===== src/design/mht_pkg.sv =====
package mht_pkg;

	// default sizing
	localparam int NOTE_COUNT_DEF = 128;
	localparam int COUNT_BITS_DEF = 8;

	// fixed field layout
	localparam int STATUS_W   = 8;
	localparam int DATA_W     = 7;
	localparam int KIND_W     = 4;
	localparam int MASK_W     = 128;
	localparam int S_TDATA_W  = 24;
	localparam int M_TDATA_W  = 136;

	// status nibble codes
	localparam logic [KIND_W-1:0] KIND_NOTE_OFF = 4'h8;
	localparam logic [KIND_W-1:0] KIND_NOTE_ON  = 4'h9;
	localparam logic [KIND_W-1:0] KIND_CTRL     = 4'hB;

	// controller numbers
	localparam logic [DATA_W-1:0] CC_SUSTAIN       = 7'd64;
	localparam logic [DATA_W-1:0] CC_ALL_SOUND_OFF = 7'd120;
	localparam logic [DATA_W-1:0] CC_ALL_NOTES_OFF = 7'd123;

	localparam logic [DATA_W-1:0] PEDAL_THRESHOLD = 7'd64;

	typedef enum logic [1:0] {
		ST_IDLE,
		ST_APPLY,
		ST_PUSH
	} state_t;

	typedef struct packed {
		logic capture;
		logic apply;
		logic load;
	} cmd_t;

endpackage


===== src/design/midi_held_note_tracker.sv =====
// midi held-note tracker: each input word is one complete midi message (channel ignored)
// and each message yields exactly one output word holding the 128-note active mask and
// the sustain pedal state after the message is applied. a note is active while its hold
// count is nonzero or its sustained flag is set. note on bumps the count (saturating) and
// clears the flag; note off or note on with zero velocity drops the count (floored at zero)
// and sets the flag if the count is zero with the pedal down; controller 64 moves the pedal
// and, on release, drops flags of notes with zero count; controllers 120 and 123 clear all
// counts and flags. a message passes through the accept, apply and push states: in the
// accept state the hold-count ram read is issued off the input bus and registered at
// acceptance, the apply state updates the notes, and the push state loads the result
// into the output register once it is free. the input is taken again in the cycle after
// the result is loaded, even while it still waits at the output, but not while a message
// is in flight; a result held back by the receiver stalls the input only once the next
// message is ready to load. hold counts live in a single-port-write ram; the per-note
// nonzero bits mark which ram entries are valid, so reset and the all-notes-off
// controllers need no clearing pass.
module midi_held_note_tracker #(
	parameter int NOTE_COUNT = mht_pkg::NOTE_COUNT_DEF,
	parameter int COUNT_BITS = mht_pkg::COUNT_BITS_DEF
) (
	input  logic                          clk,
	input  logic                          arst_n,
	// input message stream
	input  logic                          s_tvalid,
	output logic                          s_tready,
	input  logic [mht_pkg::S_TDATA_W-1:0] s_tdata,  // status_byte[7:0], data_one[14:8],
	                                                // data_two[21:15], zero pad
	// result stream
	output logic                          m_tvalid,
	input  logic                          m_tready,
	output logic [mht_pkg::M_TDATA_W-1:0] m_tdata   // active_low[63:0], active_high[127:64],
	                                                // pedal_down[128], zero pad
);

	mht_pkg::cmd_t cmd;

	// sequencer: accept, apply, hand off to the output register
	mht_ctrl u_ctrl (
		.clk      (clk),
		.arst_n   (arst_n),
		.s_tvalid (s_tvalid),
		.s_tready (s_tready),
		.m_tvalid (m_tvalid),
		.m_tready (m_tready),
		.cmd      (cmd)
	);

	// note state, count ram and output word register
	mht_datapath #(
		.NOTE_COUNT (NOTE_COUNT),
		.COUNT_BITS (COUNT_BITS)
	) u_datapath (
		.clk     (clk),
		.arst_n  (arst_n),
		.cmd     (cmd),
		.s_tdata (s_tdata),
		.m_tdata (m_tdata)
	);

endmodule


===== src/design/mht_ram.sv =====
module mht_ram #(
	parameter int WIDTH = 8,
	parameter int DEPTH = 128,
	localparam int AW = (DEPTH > 1) ? $clog2(DEPTH) : 1
) (
	input  logic             clk,
	input  logic             we,
	input  logic [AW-1:0]    waddr,
	input  logic [WIDTH-1:0] wdata,
	input  logic [AW-1:0]    raddr,
	output logic [WIDTH-1:0] rdata
);

	logic [WIDTH-1:0] mem_q [DEPTH];

	always_ff @(posedge clk) begin
		if (we) begin
			mem_q[waddr] <= wdata;
		end
		rdata <= mem_q[raddr];
	end

endmodule


===== src/design/mht_ctrl.sv =====
module mht_ctrl (
	input  logic          clk,
	input  logic          arst_n,
	input  logic          s_tvalid,
	output logic          s_tready,
	output logic          m_tvalid,
	input  logic          m_tready,
	output mht_pkg::cmd_t cmd
);

	mht_pkg::state_t state_q;
	mht_pkg::state_t state_d;
	logic            out_valid_q;
	logic            out_free;

	assign out_free = !out_valid_q || m_tready;
	assign s_tready = (state_q == mht_pkg::ST_IDLE);
	assign m_tvalid = out_valid_q;

	always_ff @(posedge clk or negedge arst_n) begin
		if (!arst_n) begin
			state_q     <= mht_pkg::ST_IDLE;
			out_valid_q <= 1'b0;
		end else begin
			state_q <= state_d;
			if (cmd.load) begin
				out_valid_q <= 1'b1;
			end else if (m_tready) begin
				out_valid_q <= 1'b0;
			end
		end
	end

	always_comb begin
		state_d     = state_q;
		cmd.capture = 1'b0;
		cmd.apply   = 1'b0;
		cmd.load    = 1'b0;
		unique case (state_q)
			mht_pkg::ST_IDLE: begin
				if (s_tvalid) begin
					cmd.capture = 1'b1;
					state_d     = mht_pkg::ST_APPLY;
				end
			end
			mht_pkg::ST_APPLY: begin
				cmd.apply = 1'b1;
				state_d   = mht_pkg::ST_PUSH;
			end
			mht_pkg::ST_PUSH: begin
				if (out_free) begin
					cmd.load = 1'b1;
					state_d  = mht_pkg::ST_IDLE;
				end
			end
			default: begin
				state_d = mht_pkg::ST_IDLE;
			end
		endcase
	end

endmodule


===== src/design/mht_datapath.sv =====
module mht_datapath #(
	parameter int NOTE_COUNT = mht_pkg::NOTE_COUNT_DEF,
	parameter int COUNT_BITS = mht_pkg::COUNT_BITS_DEF
) (
	input  logic                            clk,
	input  logic                            arst_n,
	input  mht_pkg::cmd_t                   cmd,
	input  logic [mht_pkg::S_TDATA_W-1:0]   s_tdata,
	output logic [mht_pkg::M_TDATA_W-1:0]   m_tdata
);

	localparam int AW = (NOTE_COUNT > 1) ? $clog2(NOTE_COUNT) : 1;
	localparam logic [COUNT_BITS-1:0] CNT_MAX = '1;
	localparam logic [mht_pkg::DATA_W:0] NOTE_LIMIT = (mht_pkg::DATA_W + 1)'(NOTE_COUNT);

	// captured message
	logic [mht_pkg::KIND_W-1:0] kind_q;
	logic [mht_pkg::DATA_W-1:0] d1_q;
	logic [mht_pkg::DATA_W-1:0] d2_q;

	// per-note state; nz_q also marks which count entries are valid
	logic [NOTE_COUNT-1:0] nz_q, nz_d;
	logic [NOTE_COUNT-1:0] flag_q, flag_d;
	logic                  pedal_q, pedal_d;

	logic [mht_pkg::M_TDATA_W-1:0] out_q;

	logic [AW-1:0]         note;
	logic                  note_ok;
	logic [COUNT_BITS-1:0] ram_rdata;
	logic [COUNT_BITS-1:0] cnt_cur;
	logic [COUNT_BITS-1:0] cnt_inc;
	logic [COUNT_BITS-1:0] cnt_dec;
	logic [COUNT_BITS-1:0] ram_wdata;
	logic                  ram_we;
	logic [mht_pkg::MASK_W-1:0] mask;

	assign note    = d1_q[AW-1:0];
	assign note_ok = {1'b0, d1_q} < NOTE_LIMIT;
	assign cnt_cur = nz_q[note] ? ram_rdata : '0;
	assign cnt_inc = (cnt_cur == CNT_MAX) ? cnt_cur : COUNT_BITS'(cnt_cur + 1'b1);
	assign cnt_dec = (cnt_cur == '0) ? cnt_cur : COUNT_BITS'(cnt_cur - 1'b1);

	// count read is issued straight off the input bus on every cycle
	mht_ram #(
		.WIDTH (COUNT_BITS),
		.DEPTH (NOTE_COUNT)
	) u_count_ram (
		.clk   (clk),
		.we    (ram_we),
		.waddr (note),
		.wdata (ram_wdata),
		.raddr (s_tdata[mht_pkg::STATUS_W +: AW]),
		.rdata (ram_rdata)
	);

	always_comb begin
		nz_d      = nz_q;
		flag_d    = flag_q;
		pedal_d   = pedal_q;
		ram_we    = 1'b0;
		ram_wdata = cnt_inc;
		if (cmd.apply) begin
			unique case (kind_q) inside
				mht_pkg::KIND_CTRL: begin
					if (d1_q == mht_pkg::CC_ALL_NOTES_OFF ||
					    d1_q == mht_pkg::CC_ALL_SOUND_OFF) begin
						nz_d   = '0;
						flag_d = '0;
					end else if (d1_q == mht_pkg::CC_SUSTAIN) begin
						pedal_d = (d2_q >= mht_pkg::PEDAL_THRESHOLD);
						if (!pedal_d) begin
							flag_d = flag_q & nz_q;
						end
					end
				end
				mht_pkg::KIND_NOTE_ON, mht_pkg::KIND_NOTE_OFF: begin
					if (note_ok) begin
						ram_we = 1'b1;
						if (kind_q == mht_pkg::KIND_NOTE_ON && d2_q != '0) begin
							ram_wdata    = cnt_inc;
							nz_d[note]   = 1'b1;
							flag_d[note] = 1'b0;
						end else begin
							ram_wdata  = cnt_dec;
							nz_d[note] = (cnt_dec != '0);
							if (cnt_dec == '0 && pedal_q) begin
								flag_d[note] = 1'b1;
							end
						end
					end
				end
				default: begin
				end
			endcase
		end
	end

	for (genvar n = 0; n < mht_pkg::MASK_W; n++) begin : g_mask
		if (n < NOTE_COUNT) begin : g_live
			assign mask[n] = nz_q[n] | flag_q[n];
		end else begin : g_dead
			assign mask[n] = 1'b0;
		end
	end

	always_ff @(posedge clk or negedge arst_n) begin
		if (!arst_n) begin
			nz_q    <= '0;
			flag_q  <= '0;
			pedal_q <= 1'b0;
		end else begin
			nz_q    <= nz_d;
			flag_q  <= flag_d;
			pedal_q <= pedal_d;
		end
	end

	always_ff @(posedge clk) begin
		if (cmd.capture) begin
			kind_q <= s_tdata[mht_pkg::STATUS_W-1 -: mht_pkg::KIND_W];
			d1_q   <= s_tdata[mht_pkg::STATUS_W +: mht_pkg::DATA_W];
			d2_q   <= s_tdata[mht_pkg::STATUS_W + mht_pkg::DATA_W +: mht_pkg::DATA_W];
		end
		if (cmd.load) begin
			out_q <= {7'd0, pedal_q, mask};
		end
	end

	assign m_tdata = out_q;

endmodule

===== config.mk =====
export PLATFORM = sky130hd
export DESIGN_NAME = midi_held_note_tracker
export DESIGN_NICKNAME = d
export VERILOG_FILES = /design/src/design/mht_pkg.sv /design/src/design/midi_held_note_tracker.sv /design/src/design/mht_ram.sv /design/src/design/mht_ctrl.sv /design/src/design/mht_datapath.sv
export SDC_FILE = /design/constraint.sdc
export NUM_CORES = 2
export LEC_CHECK = 0
export BUFFER_PORTS_ARGS = -buffer_cell sky130_fd_sc_hd__buf_2
export CAP_MARGIN = 20
export CORE_ASPECT_RATIO = 2
export CORE_MARGIN = 1
export CORE_UTILIZATION = 55
export DETAILED_ROUTE_END_ITERATION = 8
export PLACE_DENSITY = 0.76
export SLEW_MARGIN = 20
export SYNTH_ARGS = -nofsm -noshare
export SYNTH_HDL_FRONTEND = slang
export SYNTH_HIERARCHICAL = 1
export SYNTH_SLANG_ARGS = --single-unit

===== constraint.sdc =====
create_clock -name clk -period 26.1 [get_ports clk]
set_input_delay 3.915 -clock clk [delete_from_list [all_inputs] [get_ports clk]]
set_output_delay 3.915 -clock clk [all_outputs]
set_load 0.02 [all_outputs]

==> metrics.md <==
| Metric | Value |
|---|---|
| CP Data Required Time | 26670 ps |
| Bufs on Longest Clock Path | 3 |
| Mapped Area | 60600 sq um |
| Final min period | 8530 ps |
| Post-synthesis sequential area ratio | 69.0% |
| Most area-consuming cells after synthesis | edfxtp_1 58%, mux4_2 13%, dfrtp_1 11% |
| Leakage | 22.7 nW |
| Cell chain of the critical path | buf_4 > nor3_2 > buf_4 > a22o_1 > o31ai_1 > nand4_1 > a211o_1 > and2_1 > inv_1 > ha_1 > inv_1 > nor2_1 > nand2_1 > nor3_1 > inv_1 > a211o_1 > o211a_4 > o21ai_4 > buf_4 > o21ai_0 |
| Router iterations before antenna repair | 6 |
| Crit share post-route | ~33% |
| Clk_lat worst skew | 770 ps |
| Max VDD drop | around 60 uV |
| CP Launch Type | register |
| # port buffers | 152 |
| First-pass GRT wire length | ~230000 um |
| Commonest cells post-synth | 1171 x edfxtp_1, 409 x nand2_1, 345 x mux4_2 |
| Status | completed |
| DIE HEIGHT | 471 um |
| Post-synth EDFFs | roughly 1200 |
| CTS root buffer | clkbuf_16 |
| Area grow syn2layout | 10.4% |
| CP max FO | 80 |
| FP Rows | about 170 |
| RSZ-0062 raised after global routing | false |
| Max-cap viol count | 0 |
| Avg Cell Area, Syn | 15.8 sq um |
| Syn Inst Count | 3837 |
| Placement Cell Area | 62700 sq um |
| Setup violations, final | 0 |
| Max Slew Vio Count | 0 |
| CP arrival | 9100 ps |
| Vias in the first global route | 36300 |
| Number of fill cells | about 7600 |
| Relative slew slack | 18.9% |
| Actual slew at the worst max-slew pin | 1210 ps |
| PwrDens | between 70 and 80 nW/um^2 |
| Post-CTS setup buffer count | 0 |
| Drt drc | 0 |
| Vias/cell | ~6.7 |
| Dominant register cell in the synthesized netlist | edfxtp_1 |
| Post-route ant nets | 0 |
| CTS resizes | 0 |
| Most frequent cell after synthesis | edfxtp_1 |
| Setup ws final | 17570 ps |
| Peak Freq | 0.117 GHz |
| Total routed wirelength | 156000 um |
| HP Class | register to register |
| Count of final hold-check violations | 0 |
| Final net count | 3925 |
| Drt wl/cell | 29.0 um |
| Skew final | between 30 and 40 ps |
| FFs w/ async S/R, synth | 18.1% |
| Layout cell share with drive strength beyond 1 | approximately a quarter |
| Largest net degree at the start of global routing | 130 |
| CP peak stage delay | approximately 1000 ps |
| Hpwl dp | 94600 um |
| Routability cong. | between 0.9 and 1 |
| Initial Util | a little under three fifths |
| Leading area contributor after synthesis | edfxtp_1 |
| CTS tree | done |
| Die X | 237 um |
| Area of the core | 109000 sq um |
| Tot GR Track Use | approximately 28% |
| Die area | 112000 sq um |
| Synth top area share | 58.0% |
| CTS Buf Count | 117 |
| CP Capture Type | register |
| Dpl ws | approximately 18000 ps |
| Initial antenna violation count | 7 |
| Area of the multi-input gates | 17700 sq um |
| Netlist cell types | 66 |
| Register bit total from synthesis | 1439 |
| Clock Sinks | 1439 |
| FF/Latch Area | between 40000 and 50000 sq um |
| CTS HTree Levels | 3 |
| Hold-fix buffers, CTS | 0 |
| Ys Warns | 6 |
| Grt ovf | 0 |
| Sum of negative setup slack | 0 ps |
| Iter 0 DRT Violations | between 4000 and 5000 |
| Kind of critical path | register to register |
| Design Power | 0.00510 W |
| Via Count | 36100 |
| Clk slew on worst S/H paths | 70 ps |
| CP max stage cell | o31ai_1 |
| Final core utilization | 61.4% |
| Final instance area | roughly 67000 sq um |
| IO Count | 166 |
[path summary, 6_finish.rpt]
check / startpoint / endpoint / slack [ps] / cells after the start
min in group asynchronous: arst_n / u_datapath/nz_q[101]$_DFFE_PN0P_ / 3160 / 1
min: register / register / 510 / 2
max in group asynchronous: arst_n / u_ctrl/state_q[0]$_DFFE_PN0P_ / 20830 / 3
max: u_datapath/d1_q[0]$_DFFE_PP_ / u_datapath/nz_q[97]$_DFFE_PN0P_ / 17570 / 20
max reg2reg: u_datapath/d1_q[0]$_DFFE_PP_ / u_datapath/nz_q[97]$_DFFE_PN0P_ / 17570 / 20
min reg2reg: register / register / 510 / 2
[state kept, by name (all words and copies together) (netlist names), named ones only]
name and cells:
u_datapath/d1_q 7, u_datapath/kind_q 4, u_datapath/nz_q 128, u_datapath/m_tdata 129, u_datapath/pedal_q 1, u_datapath/u_count_ram/rdata 8, u_ctrl/state_q 2, u_ctrl/m_tvalid 1
u_datapath/d2_q 7, u_datapath/u_count_ram/mem_q 1024
[per-stage QoR]
stage               instances  hold WS, ps
finish                   5382          509
global route             5380          527
CTS                      5377          513
detailed placement       5158          498
global placement         5156          490
floorplan                3843          423
[critical path, delay by kind of cell, from the launching register on]
kind                       cells  cell delay (ps)
AOI/OAI and AO/OA              7             3280
adders and majority gates      1              330
buffers and inverters          6             2010
DFF                            1              830
and+or+nand+nor                6             1650
[cells by family (layout without fill, tap and decap cells)]
family | Yosys count | count (layout) | synth area share (%)
flip-flops | 1439 | 1439 | 69.0
buffers and inverters | 316 | 468 | 2.24
AO/OA/AOI/OAI | 852 | 852 | 8.96
other | 1 | 10 | 0.00619
AND/OR/NAND/NOR | 846 | 846 | 6.28
adder cells (fa/ha/maj) | 2 | 2 | 0.0413
multiplexers | 378 | 378 | 13.4
XOR/XNOR | 3 | 3 | 0.0434
[power by group]
part	internal, W	leakage (nW)	switching, W
Combinational	0.000139	6.31	0.000433
Clock	0.00105	1.97	0.000834
Sequential	0.00262	14.4	0.0000222
Total	0.00381	22.7	0.00129
[placed cells by master (no fill, tap or decap), types with 7 or more instances in the layout]
master,instances
buf_4,80
nor3_1,24
or2_2,128
buf_2,149
and2_1,11
mux2_2,23
inv_1,10
mux2i_1,10
dfxtp_1,8
nand2b_1,11
nor2_1,163
a21o_1,7
bufinv_16,20
a221o_1,7
o211ai_1,122
nand4_1,8
conb_1,7
nand2_1,407
edfxtp_1,1171
mux4_2,345
a22oi_1,7
clkbuf_1,21
clkinvlp_4,12
clkbuf_16,118
dfrtp_1,259
nand3_1,27
nor2b_1,22
clkinv_2,24
o21ai_0,278
a21oi_1,141
nor3_2,12
o31ai_1,118
clkinv_1,9
a211oi_1,121
a221oi_1,14
[metal layers]
layer / track usage (%) / vias up / wire length, um
met3: 3.93 / 459 / 10900
met4: 19.3 / 6 / 11900
li1: - / 15200 / -
met5: 0 / - / 40
met1: 31.6 / 18400 / 50700
met2: 50.0 / 2033 / 82500
[area by class of cell]
type	count	area share (%)
Timing Repair Buffer	238	2.26
Multi-Input combinational cell	2088	26.4
Inverter	11	0.0617
Clock buffer	143	4.61
Tap cell	1384	2.59
Sequential cell	1439	62.5
Antenna cell	3	0.0112
Clock inverter	76	1.52
(Power assumes the default switching activity.)
